<file path="src/sv/limit_switch_debounce_quad_assert.svh">
// ---------------------------------------------------------------------------
// Limit switch debounce assertion macros
// Shared concurrent assertion forms, clocked on the rising edge and
// disabled during reset.
// ---------------------------------------------------------------------------
`ifndef LIMIT_SWITCH_DEBOUNCE_QUAD_ASSERT_SVH
`define LIMIT_SWITCH_DEBOUNCE_QUAD_ASSERT_SVH

// same-cycle implication
`define LSDQ_ASSERT_IMPL(lbl, clk, rst, ante, cons) \
  lbl: assert property (@(posedge clk) disable iff (rst) (ante) |-> (cons)) \
    else $error("lsdq: implication check failed");

// next-cycle implication
`define LSDQ_ASSERT_NEXT(lbl, clk, rst, ante, cons) \
  lbl: assert property (@(posedge clk) disable iff (rst) (ante) |=> (cons)) \
    else $error("lsdq: next-cycle check failed");

// condition that must never hold
`define LSDQ_ASSERT_NEVER(lbl, clk, rst, expr) \
  lbl: assert property (@(posedge clk) disable iff (rst) !(expr)) \
    else $error("lsdq: forbidden condition seen");

`endif

</file>
<file path="src/sv/lsdq_pkg.sv">
// ---------------------------------------------------------------------------
// Limit switch debounce package
// Shared types and constants for the four-channel limit switch debouncer.
// ---------------------------------------------------------------------------
package lsdq_pkg;

  localparam int TIMESTAMP_BITS_DEFAULT = 32;
  localparam int CH_COUNT               = 4;
  localparam int CFG_WIDTH              = 16;
  localparam int CFG_INDEX_WIDTH        = 2;
  localparam int TIME_FIELD_WIDTH       = 32;

  localparam logic [CFG_INDEX_WIDTH-1:0] REG_SAMPLE_PERIOD   = 2'd0;
  localparam logic [CFG_INDEX_WIDTH-1:0] REG_TRIGGER_CONFIRM = 2'd1;
  localparam logic [CFG_INDEX_WIDTH-1:0] REG_RELEASE_CONFIRM = 2'd2;

  localparam int CH_LEFT_UPPER  = 0;
  localparam int CH_LEFT_LOWER  = 1;
  localparam int CH_RIGHT_UPPER = 2;
  localparam int CH_RIGHT_LOWER = 3;

  localparam logic [CFG_WIDTH-1:0] SAMPLE_PERIOD_RESET   = 16'd5;
  localparam logic [CFG_WIDTH-1:0] TRIGGER_CONFIRM_RESET = 16'd20;
  localparam logic [CFG_WIDTH-1:0] RELEASE_CONFIRM_RESET = 16'd50;

  typedef struct packed {
    logic [TIME_FIELD_WIDTH-1:0] time_ms;
    logic                        raw_left_upper;
    logic                        raw_left_lower;
    logic                        raw_right_upper;
    logic                        raw_right_lower;
    logic                        direction;
  } item_t;

  typedef struct packed {
    logic stable_left_upper;
    logic stable_left_lower;
    logic stable_right_upper;
    logic stable_right_lower;
    logic any_upper_active;
    logic any_lower_active;
    logic upper_mismatch;
    logic lower_mismatch;
    logic side_mismatch;
    logic direction_blocked;
    logic raw_direction_active;
  } result_t;

  typedef struct packed {
    logic load;
    logic step;
  } lane_ctrl_t;

endpackage

</file>
<file path="src/sv/lsdq_lane.sv">
// ---------------------------------------------------------------------------
// Limit switch debounce lane
// One channel's filter: candidate level, its start time and the stable
// level, with asymmetric confirm times for set and clear.
// ---------------------------------------------------------------------------
module lsdq_lane #(
  parameter int TIMESTAMP_BITS = lsdq_pkg::TIMESTAMP_BITS_DEFAULT
) (
  input  logic                           clk,
  input  logic                           rst,
  input  lsdq_pkg::lane_ctrl_t           ctrl,
  input  logic                           raw,
  input  logic [TIMESTAMP_BITS-1:0]      now,
  input  logic [lsdq_pkg::CFG_WIDTH-1:0] trigger_confirm,
  input  logic [lsdq_pkg::CFG_WIDTH-1:0] release_confirm,
  output logic                           level_next
);

  logic                      stable;
  logic                      cand;
  logic [TIMESTAMP_BITS-1:0] since;
  logic                      cand_next;
  logic [TIMESTAMP_BITS-1:0] since_next;
  logic [TIMESTAMP_BITS-1:0] held;
  logic [TIMESTAMP_BITS-1:0] need;
  logic                      confirmed;

  assign held      = now - since;
  assign need      = TIMESTAMP_BITS'(raw ? trigger_confirm : release_confirm);
  assign confirmed = held >= need;

  always_comb begin
    level_next = stable;
    cand_next  = cand;
    since_next = since;
    if (ctrl.load) begin
      level_next = raw;
      cand_next  = raw;
      since_next = '0;
    end else if (ctrl.step) begin
      if ((raw == stable) || (raw != cand)) begin
        cand_next  = raw;
        since_next = now;
      end else if (confirmed) begin
        level_next = raw;
      end
    end
  end

  always_ff @(posedge clk) begin
    if (rst) begin
      stable <= 1'b0;
      cand   <= 1'b0;
      since  <= '0;
    end else begin
      stable <= level_next;
      cand   <= cand_next;
      since  <= since_next;
    end
  end

endmodule

</file>
<file path="src/sv/lsdq_merge.sv">
// ---------------------------------------------------------------------------
// Limit switch debounce merge stage
// Combines the four lane levels, the raw levels and the direction into the
// status word and holds it in an output register backed by a skid register.
// ---------------------------------------------------------------------------
`include "limit_switch_debounce_quad_assert.svh"

module lsdq_merge (
  input  logic                                clk,
  input  logic                                rst,
  input  logic                                push,
  input  logic [lsdq_pkg::CH_COUNT-1:0]       level,
  input  logic [lsdq_pkg::CH_COUNT-1:0]       raw,
  input  logic                                direction,
  output logic                                full,
  output logic                                result_valid,
  input  logic                                result_stall,
  output lsdq_pkg::result_t                   result
);

  lsdq_pkg::result_t merged;
  lsdq_pkg::result_t skid;
  logic              skid_valid;

  always_comb begin
    merged.stable_left_upper  = level[lsdq_pkg::CH_LEFT_UPPER];
    merged.stable_left_lower  = level[lsdq_pkg::CH_LEFT_LOWER];
    merged.stable_right_upper = level[lsdq_pkg::CH_RIGHT_UPPER];
    merged.stable_right_lower = level[lsdq_pkg::CH_RIGHT_LOWER];
    merged.any_upper_active   = level[lsdq_pkg::CH_LEFT_UPPER] | level[lsdq_pkg::CH_RIGHT_UPPER];
    merged.any_lower_active   = level[lsdq_pkg::CH_LEFT_LOWER] | level[lsdq_pkg::CH_RIGHT_LOWER];
    merged.upper_mismatch     = level[lsdq_pkg::CH_LEFT_UPPER] ^ level[lsdq_pkg::CH_RIGHT_UPPER];
    merged.lower_mismatch     = level[lsdq_pkg::CH_LEFT_LOWER] ^ level[lsdq_pkg::CH_RIGHT_LOWER];
    merged.side_mismatch      = merged.upper_mismatch | merged.lower_mismatch;
    merged.direction_blocked  = direction ? merged.any_upper_active : merged.any_lower_active;
    merged.raw_direction_active = direction ?
        (raw[lsdq_pkg::CH_LEFT_UPPER] | raw[lsdq_pkg::CH_RIGHT_UPPER]) :
        (raw[lsdq_pkg::CH_LEFT_LOWER] | raw[lsdq_pkg::CH_RIGHT_LOWER]);
  end

  assign full = skid_valid;

  always_ff @(posedge clk) begin
    if (rst) begin
      result_valid <= 1'b0;
      skid_valid   <= 1'b0;
    end else if (result_valid && result_stall) begin
      // hold the output, park a new transfer
      if (push) begin
        skid       <= merged;
        skid_valid <= 1'b1;
      end
    end else if (skid_valid) begin
      result       <= skid;
      result_valid <= 1'b1;
      skid_valid   <= 1'b0;
    end else begin
      result       <= merged;
      result_valid <= push;
    end
  end

  `LSDQ_ASSERT_IMPL(a_skid_behind_out, clk, rst, skid_valid, result_valid)
  `LSDQ_ASSERT_NEVER(a_push_when_full, clk, rst, push && skid_valid)
  `LSDQ_ASSERT_NEXT(a_drain_empty, clk, rst,
                    result_valid && !result_stall && !skid_valid && !push, !result_valid)

endmodule

</file>
<file path="src/sv/limit_switch_debounce_quad.sv">
// ---------------------------------------------------------------------------
// Four-channel limit switch debouncer
// Filters left/right upper/lower limit switches with asymmetric set and
// clear confirm times and reports the filtered status per transfer.
// ---------------------------------------------------------------------------
// Usage:
//   item channel   : item_valid / item_stall / item (timestamp, raw levels,
//                    direction). One transfer yields exactly one result.
//   result channel : result_valid / result_stall / result (filtered levels
//                    and derived status).
//   cfg port       : cfg_we / cfg_index / cfg_data, sample period, trigger
//                    and release confirm times; write only while idle.
// Throughput is one item per cycle while item_stall is low: the four lanes
// and the sample timer update in the cycle of the transfer, and the result
// lands in the output register when that register is not stalled.
// A stalled result is held; one further item is parked in the skid
// register, after which item_stall rises until the output drains.
// Reset clears all lanes, the sample timer and the started flag and loads
// the default periods (5, 20, 50 ms); the first item after reset takes its
// raw levels as stable without filtering.
// ---------------------------------------------------------------------------
`include "limit_switch_debounce_quad_assert.svh"

module limit_switch_debounce_quad #(
  parameter int TIMESTAMP_BITS = lsdq_pkg::TIMESTAMP_BITS_DEFAULT
) (
  input  logic                                  clk,
  input  logic                                  rst,
  input  logic                                  item_valid,
  output logic                                  item_stall,
  input  lsdq_pkg::item_t                       item,
  output logic                                  result_valid,
  input  logic                                  result_stall,
  output lsdq_pkg::result_t                     result,
  input  logic                                  cfg_we,
  input  logic [lsdq_pkg::CFG_INDEX_WIDTH-1:0]  cfg_index,
  input  logic [lsdq_pkg::CFG_WIDTH-1:0]        cfg_data
);

  logic [lsdq_pkg::CFG_WIDTH-1:0] sample_period;
  logic [lsdq_pkg::CFG_WIDTH-1:0] trigger_confirm;
  logic [lsdq_pkg::CFG_WIDTH-1:0] release_confirm;
  logic                           started;
  logic [TIMESTAMP_BITS-1:0]      last_sample;
  logic [TIMESTAMP_BITS-1:0]      now;
  logic [TIMESTAMP_BITS-1:0]      elapsed;
  logic                           accept;
  logic                           full;
  lsdq_pkg::lane_ctrl_t           ctrl;
  logic [lsdq_pkg::CH_COUNT-1:0]  raw;
  logic [lsdq_pkg::CH_COUNT-1:0]  level_next;

  assign item_stall = full;
  assign accept     = item_valid && !full;
  assign now        = TIMESTAMP_BITS'(item.time_ms);
  assign elapsed    = now - last_sample;

  assign ctrl.load = accept && !started;
  assign ctrl.step = accept && started && (elapsed >= TIMESTAMP_BITS'(sample_period));

  assign raw[lsdq_pkg::CH_LEFT_UPPER]  = item.raw_left_upper;
  assign raw[lsdq_pkg::CH_LEFT_LOWER]  = item.raw_left_lower;
  assign raw[lsdq_pkg::CH_RIGHT_UPPER] = item.raw_right_upper;
  assign raw[lsdq_pkg::CH_RIGHT_LOWER] = item.raw_right_lower;

  always_ff @(posedge clk) begin
    if (rst) begin
      sample_period   <= lsdq_pkg::SAMPLE_PERIOD_RESET;
      trigger_confirm <= lsdq_pkg::TRIGGER_CONFIRM_RESET;
      release_confirm <= lsdq_pkg::RELEASE_CONFIRM_RESET;
    end else if (cfg_we) begin
      case (cfg_index)
        lsdq_pkg::REG_SAMPLE_PERIOD:   sample_period   <= cfg_data;
        lsdq_pkg::REG_TRIGGER_CONFIRM: trigger_confirm <= cfg_data;
        lsdq_pkg::REG_RELEASE_CONFIRM: release_confirm <= cfg_data;
        default: begin
        end
      endcase
    end
  end

  always_ff @(posedge clk) begin
    if (rst) begin
      started     <= 1'b0;
      last_sample <= '0;
    end else if (ctrl.load) begin
      started     <= 1'b1;
      last_sample <= '0;
    end else if (ctrl.step) begin
      last_sample <= now;
    end
  end

  for (genvar ch = 0; ch < lsdq_pkg::CH_COUNT; ch++) begin : g_lane
    lsdq_lane #(
      .TIMESTAMP_BITS(TIMESTAMP_BITS)
    ) u_lane (
      .clk            (clk),
      .rst            (rst),
      .ctrl           (ctrl),
      .raw            (raw[ch]),
      .now            (now),
      .trigger_confirm(trigger_confirm),
      .release_confirm(release_confirm),
      .level_next     (level_next[ch])
    );
  end

  lsdq_merge u_merge (
    .clk         (clk),
    .rst         (rst),
    .push        (accept),
    .level       (level_next),
    .raw         (raw),
    .direction   (item.direction),
    .full        (full),
    .result_valid(result_valid),
    .result_stall(result_stall),
    .result      (result)
  );

  `LSDQ_ASSERT_NEVER(a_load_and_step, clk, rst, ctrl.load && ctrl.step)
  `LSDQ_ASSERT_NEXT(a_started_after_transfer, clk, rst, accept, started)
  `LSDQ_ASSERT_NEXT(a_transfer_gives_result, clk, rst, accept, result_valid)

endmodule
</file>
<file path="config.mk">
export PLATFORM = sky130hd
export DESIGN_NAME = limit_switch_debounce_quad
export DESIGN_NICKNAME = d
export VERILOG_FILES = /design/src/sv/lsdq_pkg.sv /design/src/sv/lsdq_lane.sv /design/src/sv/lsdq_merge.sv /design/src/sv/limit_switch_debounce_quad.sv
export VERILOG_INCLUDE_DIRS = /design/src /design/src/sv
export SDC_FILE = /design/constraint.sdc
export NUM_CORES = 1
export LEC_CHECK = 0
export BUFFER_PORTS_ARGS = -buffer_cell sky130_fd_sc_hd__buf_2
export CAP_MARGIN = 20
export CELL_PAD_IN_SITES_DETAIL_PLACEMENT = 0
export CELL_PAD_IN_SITES_GLOBAL_PLACEMENT = 1
export CORE_ASPECT_RATIO = 1.75
export CORE_UTILIZATION = 47
export CTS_CLUSTER_SIZE = 30
export DETAILED_ROUTE_END_ITERATION = 8
export GPL_ROUTABILITY_DRIVEN = 0
export PLACE_DENSITY = 0.85
export SLEW_MARGIN = 20
export SYNTH_ARGS = -nofsm -noshare
export SYNTH_HDL_FRONTEND = slang
export SYNTH_SLANG_ARGS = --single-unit
</file>
<file path="constraint.sdc">
create_clock -name clk -period 10 [get_ports clk]
set_input_delay 2 -clock clk [delete_from_list [all_inputs] [get_ports clk]]
set_output_delay 2 -clock clk [all_outputs]
set_load 0.1 [all_outputs]
</file>
==> results of run 1 <==
-- path summary, 6_finish.rpt --
| path | start | to | slack, ns |
|---|---|---|---|
| worst max-delay path | item[5] | u_merge.result[2] | 2.20 |
| worst min-delay path | sample_period[4] | sample_period[4] | 0.46 |
| worst max register to register | last_sample[1] | u_merge.result[2] | 3.61 |
| worst min register to register | sample_period[4] | sample_period[4] | 0.46 |
-- flip-flops by register name (all words and copies together), names as in the netlist --
name	flops
u_merge.skid	11
last_sample	32
u_merge.full	1
u_merge.result	11
release_confirm	16
g_lane.u_lane.since	128
trigger_confirm	16
sample_period	16
u_merge.result_valid	1
g_lane.u_lane.stable	4
g_lane.u_lane.cand	4
started	1
-- cells in the final DEF, fill, tap and decap left out, types with 8 or more instances in the layout --
master / netlist / layout
dfxtp_1: 219 / 219
nor2b_1: 24 / 24
xor2_1: 42 / 42
nor3_1: 50 / 48
nand2_1: 260 / 260
o21ai_0: 119 / 119
a31oi_1: 25 / 25
nor4b_1: 8 / 8
or2_2: 10 / 10
mux2_2: 10 / 10
nand4_1: 53 / 53
a2111oi_0: 9 / 9
clkbuf_16: 0 / 28
nor4_1: 17 / 16
nand3b_1: 14 / 14
ha_1: 237 / 237
o21bai_1: 21 / 21
nand2b_1: 26 / 26
and2_1: 14 / 14
o211ai_1: 35 / 35
or3_1: 13 / 13
o211a_1: 10 / 10
a21o_1: 46 / 46
nor2_1: 294 / 294
mux2i_1: 235 / 235
o2111ai_1: 10 / 10
a21oi_1: 242 / 241
and3_1: 19 / 19
edfxtp_1: 22 / 22
xnor2_1: 70 / 70
o221ai_1: 8 / 8
nand3_1: 34 / 34
buf_2: 16 / 72
o21a_1: 34 / 34
o31ai_1: 10 / 10
a211oi_1: 32 / 32
a211o_1: 8 / 8
inv_1: 212 / 212
buf_4: 2 / 14
a21boi_0: 9 / 9
-- area by class of cell --
class                   instances  area (um^2)
diodes                          1         2.50
clock buffers                  31          732
clock inverters                17          230
fillers                      4254        21400
inverters                     212          796
multi-input cells            2140        14900
flip-flops and latches        241         5040
well taps                     572          716
repair buffers                 86          465
-- worst reg2reg max path: stages (launching register included) --
cell,delay (ns)
dfxtp_1,0.34
inv_1,0.08
ha_1,0.27
nor2b_1,0.24
o2111ai_1,0.27
a21oi_1,0.38
nor2b_1,0.12
xnor2_1,0.26
ha_1,0.29
nand4_1,0.09
nor2_1,0.05
a2111oi_0,0.54
o21ai_0,0.28
nand2_1,0.13
nor3b_1,0.20
nand3_1,0.14
nor4_4,0.74
or2_2,0.38
o41ai_1,0.16
a211o_1,0.31
ha_1,0.33
or2_2,0.29
mux2_2,0.26
-- per-layer routing --
layer  track usage  routed length, um  share of wire  vias to the layer above
met5             0                  0              0                        -
met4         0.221               5480          0.080                        0
met3        0.0269               2470          0.036                      298
met2         0.560              35500           0.52                      638
met1         0.297              25000           0.37                     9577
li1              -                  -              -                     9684
-- cells in the mapped netlist (34+ instances only) --
cell	count
o21a_1	34
clkbuf_1	85
mux2i_1	235
nor3_1	50
a21o_1	46
nand3_1	34
a21oi_1	242
xor2_1	42
inv_1	212
nand2_1	260
o21ai_0	119
nand4_1	53
o211ai_1	35
xnor2_1	70
dfxtp_1	219
nor2_1	294
ha_1	237
-- cells by family after synthesis --
logic type,synth area share
adder cells (fa/ha/maj),0.145
AND/OR/NAND/NOR,0.188
XOR/XNOR,0.0463
multiplexers,0.117
buffers and inverters,0.0607
AO/OA/AOI/OAI,0.205
flip-flops,0.238
-- where the power goes --
group          switching (mW)  leakage, nW  internal [mW]
clock                   0.447        0.477          0.655
sequential             0.0228         1.98           1.01
combinational           0.626         6.42          0.359
total                    1.10         8.88           2.02
==> reports/qor.txt, run 1 <==
Via/cell ratio: 6.12
Worst r2r path cells: 22
Post-CTS Resized: 0
CP Class: input port to flop
CP Depth: 23
Hold path depth: 2
# DRC: 0
#FFs+latches synth: 241
Final HPWL DP: 52,600 um
Clk sinks: 241
Final hold violations: 0
Power Total: 3.12 mW
Fin Clk Skew: 0.0117 ns
Slowest-stage cell, CP: nor4_4
CP Cell Sequence: buf_2, inv_1, ha_1, inv_1, fa_1, a211oi_1, o21a_1, xnor2_1, ha_1, o21ai_0, nor2_1, a2111oi_0, o21ai_0, nand2_1, nor3b_1, nand3_1, nor4_4, or2_2, o41ai_1, a211o_1, ha_1, or2_2, mux2_2
Die span in y: 283 um
H-tree Lvls: 1
Clk_lat worst skew: 0.56 ns
Final Non-Filler Cells: 3,300
Final worst slack: 2.20 ns
Final core occ: 0.517
Post-Syn Area: 0.0212 mm^2
Largest net degree at the start of global routing: 78
Port Buf Inserts: 72
CP arrival: 8.11 ns
Global-route wire length before repair: 106,000 um
Fmax achieved: 128 MHz
Cts bufs inserted: 26
Tightest Hold Check Type: flop to flop
VDD IR-drop max: 0.104 mV
DRT Wirelength: 68,400 um
CP Launch Type: input port
Vias in the first global route: 20,100
Power density over the cells: 136 mW/mm^2
Post CTS Setup Buffer Count: 0
Share of the synthesized area in the top cell type: 0.207
Die area: 0.0459 mm^2
Core ar.: 0.0443 mm^2
Async set-or-reset flop fraction in the synthesized netlist: 0
Root Buffer Master: clkbuf_16
Initial Util: 0.478
Max Cap Violations: 0
Required time worst endpoint: 10.31 ns
Synth top area cells: dfxtp_1 (21%), ha_1 (14%), mux2i_1 (11%), a21oi_1 (5.7%), nor2_1 (5.2%)
TNS Setup: 0 ns
DR vias: 20,200
YS warnings: 0
Design Area, Final: 0.0229 mm^2
Worst setup EP type: flop
Max incr delay on CP: 0.74 ns
Average routed wire per standard cell: 20.7 um
Ys flop type: dfxtp_1
Area grow syn2layout: 8.06%
Pre-CTS WS: 1.70 ns
Chip Width: 162 um
Clock slew at reported path FFs: 0.07 ns
Layout cell share with drive strength beyond 1: 0.0634
CTS tree: done
CP max FO: 12
Outcome: finished, final reports clean
Antenna viol nets, final: 0
Mapped Cells: 2,708
Yosys top cell by area: dfxtp_1
Post-synth net total: 3,010
Slew @ Worst Pin: 0.933 ns
CTS max path bufs: 3
Synth unique cells: 83
EDFF count, synth: 22
Pleak: 8.88 nW
Global route total overflow: 0
# IOs: 73
Crit path time final: 7.80 ns
Fin. max-slew vios: 0
Post-synthesis sequential area ratio: 0.238
Crit share post-route: 0.780
RSZ-0062 raised after global routing: false
Rel. slew slack: 0.376
CTS Hold Bufs: 0
Hold WS: 0.456 ns
Count of nets after finishing: 3,009
Placed cells: 3,251
Syn Area/Cell: 7.82 um^2
Total track usage: 0.296
Starting DRC count in detailed routing: 979
Crit path max-delay family: compound AO/OA/AOI/OAI gates
Placement Cell Area: 0.0219 mm^2
Buf/Inv on CP: 3
# rows: 102
Final number of setup-violating endpoints: 0
Cell mode on critical path: ha_1
Initial antenna violation count: 1
DRT Pass-1 Iters: 5
No activity file was read; power rests on OpenSTA's default activity.
==> run 2: changes to the inputs <==
--- a/config.mk
+++ b/config.mk
@@ -6,16 +6,17 @@
 export SDC_FILE = /design/constraint.sdc
 export NUM_CORES = 1
 export LEC_CHECK = 0
+export ABC_AREA = 1
 export BUFFER_PORTS_ARGS = -buffer_cell sky130_fd_sc_hd__buf_2
 export CAP_MARGIN = 20
 export CELL_PAD_IN_SITES_DETAIL_PLACEMENT = 0
 export CELL_PAD_IN_SITES_GLOBAL_PLACEMENT = 1
 export CORE_ASPECT_RATIO = 1.75
-export CORE_UTILIZATION = 47
+export CORE_UTILIZATION = 45
 export CTS_CLUSTER_SIZE = 30
 export DETAILED_ROUTE_END_ITERATION = 8
 export GPL_ROUTABILITY_DRIVEN = 0
-export PLACE_DENSITY = 0.85
+export PLACE_DENSITY = 0.87
 export SLEW_MARGIN = 20
 export SYNTH_ARGS = -nofsm -noshare
 export SYNTH_HDL_FRONTEND = slang
==> constraint.sdc (replaced) <==
create_clock -name clk -period 7.4 [get_ports clk]
set_input_delay 1.48 -clock clk [delete_from_list [all_inputs] [get_ports clk]]
set_output_delay 1.48 -clock clk [all_outputs]
set_load 0.1 [all_outputs]
==> reports/qor.txt, run 2 <==
Total track usage: 0.312 (+0.0161)
Hold WS: 0.461 ns (+0.00555 ns)
Fin. max-slew vios: 0 (unchanged)
Mapped Cells: 4,043 (+49%)
CTS max path bufs: 3 (unchanged)
Most crowded layer after global routing: met2
Flip-flop count of the largest register after layout: 128 (unchanged)
Average routed wire per standard cell: 17.8 um (-14%)
Syn Area/Cell: 5.98 um^2 (-23%)
Fin Clk Skew: 0.0145 ns (+0.00283 ns)
Initial antenna violation count: 4 (+3)
Clk sinks: 241 (unchanged)
Number of diodes: 0 (-1)
Layout cell share with drive strength beyond 1: 0.0660 (+0.00253)
Final number of setup-violating endpoints: 0 (unchanged)
# DRC: 0 (unchanged)
Commonest cells in the netlist: nand2_1 (1,418), inv_1 (779), nor2_1 (401)
Largest reg by FF count: g_lane.u_lane.since
EDFF count, synth: 22 (unchanged)
Clk_lat worst skew: 0.59 ns (+0.03 ns)
Crit share post-route: 0.758
CTS tree: done
Most common cell in the netlist: nand2_1
VDD IR-drop max: 0.198 mV (+91%)
CP max FO: 34 (+22)
RR Endpoint: g_lane[2].u_lane.since[28]
CP Class: input port to flop
Slew @ Worst Pin: 1.08 ns (+0.149 ns)
Share of the synthesized area in the top cell type: 0.220 (+0.0130)
CP arrival: 6.05 ns (-2.06 ns)
Core ar.: 0.0533 mm^2 (+20%)
Required time worst endpoint: 7.84 ns (-2.47 ns)
Yosys top cell by area: nand2_1
Reg2reg setup slack: 2.67 ns (-0.94 ns)
Die area: 0.0547 mm^2 (+19%)
Final hold violations: 0 (unchanged)
Outcome: finished, final reports clean
Regs by FF count: g_lane.u_lane.since x128, last_sample x32
DR vias: 24,400 (+21%)
Synth unique cells: 41 (-51%)
Worst r2r path cells: 25 (+14%)
Area grow syn2layout: 7.14%
Async set-or-reset flop fraction in the synthesized netlist: 0 (unchanged)
Post-CTS Resized: 0 (unchanged)
Most frequent cells in the layout: nand2_1 (1,414), inv_1 (779), nor2_1 (401)
Most common cell after layout, fill and taps aside: nand2_1
# rows: 112 (+9.8%)
Max Cap Violations: 0 (unchanged)
Die span in y: 309 um (+9.2%)
Chip Width: 177 um (+9.1%)
CTS Hold Bufs: 0 (unchanged)
Global route total overflow: 0 (unchanged)
Post CTS Setup Buffer Count: 0 (unchanged)
Cts bufs inserted: 26 (unchanged)
Root Buffer Master: clkbuf_16
Met3 usage: 0.0294 (+0.00248)
Rel. slew slack: 0.276 (-0.100)
Global-route wire length before repair: 129,000 um (+22%)
Worst Setup SP: item[5]
RSZ-0062 raised after global routing: false
CP Capture Point: g_lane[2].u_lane.since[28]
YS warnings: 0 (unchanged)
#FFs+latches synth: 241 (unchanged)
Pleak: 13.5 nW (+52%)
Power density over the cells: 174 mW/mm^2 (+28%)
Post-Syn Area: 0.0242 mm^2 (+14%)
Vias in the first global route: 23,900 (+19%)
Ys flop type: dfxtp_1
H-tree Lvls: 1 (unchanged)
Reg-to-Reg Start: last_sample[0]
Count of nets after finishing: 4,375 (+45%)
DRT Pass-1 Iters: 8 (+3)
Post-synth net total: 4,345 (+44%)
Post-synthesis sequential area ratio: 0.209 (-0.0297)
Tightest Hold Check Type: flop to flop
Via/cell ratio: 5.11 (-17%)
Synth top area cells: nand2_1 (22%), dfxtp_1 (18%), ha_1 (12%), inv_1 (12%), nor2_1 (6.2%)
TNS Setup: 0 ns (unchanged)
Largest net degree at the start of global routing: 62 (-21%)
Clock slew at reported path FFs: 0.07 ns (about the same)
Antenna viol nets, final: 0 (unchanged)
Fmax achieved: 178 MHz
Met1 Usage GRT: 0.286 (-0.0107)
Crit path time final: 5.61 ns
Met2 GRT Util: 0.614 (+0.0537)
Starting DRC count in detailed routing: 1,311 (+34%)
Initial Util: 0.454 (-0.0238)
Worst setup EP type: flop
DRT Wirelength: 85,100 um (+24%)
# IOs: 73 (unchanged)
CP Launch Type: input port
Port Buf Inserts: 72 (unchanged)
Final HPWL DP: 69,400 um (+32%)
## run 2: cell count changes after synthesis, moves of 44 or more
cell	before	now
a211oi_2	1	119
a21o_1	46	2
inv_1	212	779
mux2i_1	235	0
nand2_1	260	1418
nand3_1	34	179
nor2_1	294	401
xnor2_1	70	7
## run 2: metrics by stage
| stage | setup WS (ns) | instance area [um^2] | util | instances | total power [mW] |
|---|---|---|---|---|---|
| 3_3_place_gp | 1.27 | 25000 | 0.470 | 4729 | 3.11 |
| 3_5_place_dp | 1.17 | 25000 | 0.470 | 4729 | 3.12 |
| 5_1_grt | 1.39 | 25900 | 0.487 | 4777 | 4.80 |
| 2_1_floorplan | 2.39 | 24200 | - | 4043 | 2.65 |
| 4_1_cts | 1.79 | 25900 | 0.487 | 4777 | 4.54 |
| 6_report | 1.79 | 25900 | 0.487 | 4777 | 4.52 |
## run 2: cells by family after synthesis
group                      after synthesis  share of synthesized area
AOI/OAI and AO/OA                      499                      0.144
xor gates and xnor gates                80                     0.0290
adders and majority gates              242                      0.127
buffers and inverters                  868                      0.143
DFF                                    241                      0.209
and+or+nand+nor                       2113                      0.349
## run 2: critical path, stage by stage
cell	delay (ns)
buf_2	0.14
inv_1	0.27
ha_1	0.21
inv_1	0.09
fa_1	0.43
nand2_1	0.10
nand2_1	0.07
nand3_1	0.07
nand2_1	0.11
xor2_1	0.17
ha_1	0.28
nand2_1	0.06
o21a_1	0.18
nand2_1	0.07
nand2_1	0.05
nand2_1	0.11
nand2_1	0.09
nand2_1	0.06
nor2_1	0.04
nand2_1	0.07
nor2_2	0.08
nand2_2	0.14
nand2_2	0.12
nor2_4	0.64
clkinv_2	0.65
nand2_1	0.19
a21oi_1	0.08
## run 2: worst min path at each step
stage                     cells past startpoint           endpoint               from  slack [ns]
after floorplan                               2  sample_period[10]  sample_period[10]        0.44
after global placement                        2   sample_period[1]   sample_period[1]        0.45
after detailed placement                      2   sample_period[1]   sample_period[1]        0.45
after CTS                                     2   sample_period[1]   sample_period[1]        0.46
after global routing                          2   sample_period[1]   sample_period[1]        0.47
final                                         2   sample_period[3]   sample_period[3]        0.46
## run 2: power breakdown
| group | switching, mW | internal (mW) | leakage (nW) |
|---|---|---|---|
| Clock | 0.622 | 0.789 | 0.430 |
| Combinational | 1.16 | 0.536 | 11.1 |
| Sequential | 0.0243 | 1.38 | 1.99 |
| Total | 1.81 | 2.71 | 13.5 |
## run 2: layout make-up
type | count | area, um^2
multi-input cells | 2934 | 15700
flip-flops and latches | 241 | 5040
clock buffers | 32 | 704
well taps | 684 | 856
repair buffers | 85 | 483
fillers | 5740 | 27300
inverters | 785 | 2950
clock inverters | 16 | 179
## run 2: metal layers
layer	part of all wire	wire length [um]	vias to the layer above
li1	-	-	12700
met1	0.34	29200	10900
met2	0.54	45700	535
met3	0.030	2570	297
met4	0.089	7540	8
met5	0.00078	66	-
==> run 3: changes to the inputs <==
==> constraint.sdc (replaced) <==
create_clock -name clk -period 5.3 [get_ports clk]
set_input_delay 1.06 -clock clk [delete_from_list [all_inputs] [get_ports clk]]
set_output_delay 1.06 -clock clk [all_outputs]
set_load 0.1 [all_outputs]
==> reports/qor.txt, run 3 (same netlist as run 2, synthesis figures left out) <==
Fin. max-slew vios: 0 (unchanged)
Design Area, Final: 0.0268 mm^2 (+3.4%)
Regs by FF count: g_lane.u_lane.since x128, last_sample x32
Met2 GRT Util: 0.612 (-0.00218)
CP max FO: 5 (-85%)
Flip-flop count of the largest register after layout: 128 (unchanged)
Die area: 0.0547 mm^2 (unchanged)
Die span in y: 309 um (unchanged)
CP arrival: 5.05 ns (-1.00 ns)
# rows: 112 (unchanged)
CTS max path bufs: 3 (unchanged)
DRT Wirelength: 86,400 um (+1.6%)
Max Cap Violations: 0 (unchanged)
Final hold violations: 0 (unchanged)
Hold wc startpoint: g_lane[2].u_lane.since[17]
Clk_lat worst skew: 0.59 ns (about the same)
Most crowded layer after global routing: met2
Crit path time final: 4.75 ns
Reg2reg setup slack: 1.01 ns (-1.66 ns)
Post-CTS Resized: 0 (unchanged)
H-tree Lvls: 1 (unchanged)
Fmax achieved: 211 MHz
Global-route wire length before repair: 130,000 um (+0.86%)
Global route total overflow: 0 (unchanged)
# IOs: 73 (unchanged)
Layout cell share with drive strength beyond 1: 0.0879 (+0.0219)
Reg-to-Reg Start: g_lane[1].u_lane.since[2]
Max incr delay on CP: 0.33 ns (-0.32 ns)
Most frequent cells in the layout: nand2_1 (1,414), inv_1 (779), nor2_1 (401)
Area grow syn2layout: 10.8%
RR Endpoint: u_merge.result[3]
Placement Cell Area: 0.0259 mm^2 (+3.4%)
Largest net degree at the start of global routing: 62 (unchanged)
Worst setup EP type: flop
Slew @ Worst Pin: 0.972 ns (-0.111 ns)
DRT Pass-1 Iters: 6 (-2)
Post CTS Setup Buffer Count: 0 (unchanged)
Final core occ: 0.503 (+0.0164)
CP Capture Point: u_merge.result[3]
Clk sinks: 241 (unchanged)
Chip Width: 177 um (unchanged)
Vias in the first global route: 23,900 (+0.31%)
Via/cell ratio: 5.13 (+0.40%)
# DRC: 0 (unchanged)
Met1 Usage GRT: 0.292 (+0.00519)
Initial Util: 0.454 (unchanged)
CTS tree: done
Pleak: 14.0 nW (+4.0%)
Core ar.: 0.0533 mm^2 (unchanged)
Slowest-stage cell, CP: ha_1
Met3 usage: 0.0359 (+0.00651)
Rel. slew slack: 0.350 (+0.0741)
Power density over the cells: 240 mW/mm^2 (+38%)
Fin Clk Skew: 0.0352 ns (+0.0206 ns)
Antenna viol nets, final: 0 (unchanged)
Largest reg by FF count: g_lane.u_lane.since
VDD IR-drop max: 0.284 mV (+43%)
Cts bufs inserted: 26 (unchanged)
Crit share post-route: 0.895
Clock slew at reported path FFs: 0.07 ns (about the same)
Outcome: finished, final reports clean
Starting DRC count in detailed routing: 1,360 (+3.7%)
Initial antenna violation count: 2 (-2)
Final HPWL DP: 71,000 um (+2.2%)
Port Buf Inserts: 72 (unchanged)
RSZ-0062 raised after global routing: false
Total track usage: 0.315 (+0.00282)
CP Class: input port to flop
Count of nets after finishing: 4,470 (+2.2%)
Worst Setup SP: item[5]
Cell mode on critical path: nand2_1
Most common cell after layout, fill and taps aside: nand2_1
CP Launch Type: input port
Tightest Hold Check Type: flop to flop
Number of diodes: 0 (unchanged)
CTS Hold Bufs: 0 (unchanged)
DR vias: 25,000 (+2.4%)
Average routed wire per standard cell: 17.7 um (-0.39%)
Worst r2r path cells: 26 (+4.0%)
Power Total: 6.44 mW (+42%)
Required time worst endpoint: 5.61 ns (-2.23 ns)
Final number of setup-violating endpoints: 0 (unchanged)
Root Buffer Master: clkbuf_16
==> run 3: changes by cell type in the layout (fill, tap and decap cells not counted), moves of 3 or more <==
cell,change
buf_4,+84
buf_12,+11
clkbuf_8,+3
clkbuf_1,-3
==> run 3: layer usage <==
| layer | vias to the layer above | share of wire |
|---|---|---|
| met5 | - | 0.00027 |
| met2 | 615 | 0.53 |
| met1 | 11200 | 0.34 |
| met4 | 4 | 0.089 |
| met3 | 315 | 0.039 |
| li1 | 12900 | - |
==> run 3: how the worst min path moves through the flow <==
| stage | cells after the start | slack [ns] | end |
|---|---|---|---|
| 2_1_floorplan | 2 | 0.44 | sample_period[10] |
| 3_5_place_dp | 2 | 0.45 | g_lane[2].u_lane.since[25] |
| 6_report | 2 | 0.46 | g_lane[2].u_lane.since[17] |
| 3_3_place_gp | 2 | 0.45 | g_lane[2].u_lane.since[28] |
| 4_1_cts | 2 | 0.46 | g_lane[2].u_lane.since[25] |
| 5_1_grt | 2 | 0.48 | g_lane[2].u_lane.since[7] |
==> run 3: layout make-up <==
cell class	instances	area (um^2)
clock buffer	32	734
sequential	241	5040
timing repair buffer	180	1330
fill	5827	26500
clock inverter	15	173
inverter	785	2950
multi-input combinational	2934	15700
tap	684	856
==> run 3: report_power, final <==
group | switching [mW] | total [mW] | internal, mW | leakage, nW
logic | 1.66 | 2.49 | 0.833 | 11.6
registers | 0.0333 | 1.96 | 1.93 | 1.99
clock network | 0.844 | 1.98 | 1.14 | 0.450
==> run 3: worst max-delay path: cells and delay by family <==
family                   cells  cell delay, ns
XOR/XNOR                     1            0.20
buffers and inverters        6            0.84
AND/OR/NAND/NOR             15            1.60
adder cells (fa/ha/maj)      3            0.84
AO/OA/AOI/OAI                4            0.50
==> run 3: per-stage QoR <==
step | setup TNS, ns | hold WS, ns | std cells | worst slack, ns
finish | 0 | 0.460 | 4871 | 0.555
global route | 0 | 0.477 | 4871 | 0.266
detailed placement | -0.0766 | 0.451 | 4824 | -0.0427
floorplan | 0 | 0.435 | 4043 | 0.707
global placement | 0 | 0.446 | 4824 | 0.0211
CTS | 0 | 0.461 | 4871 | 0.565
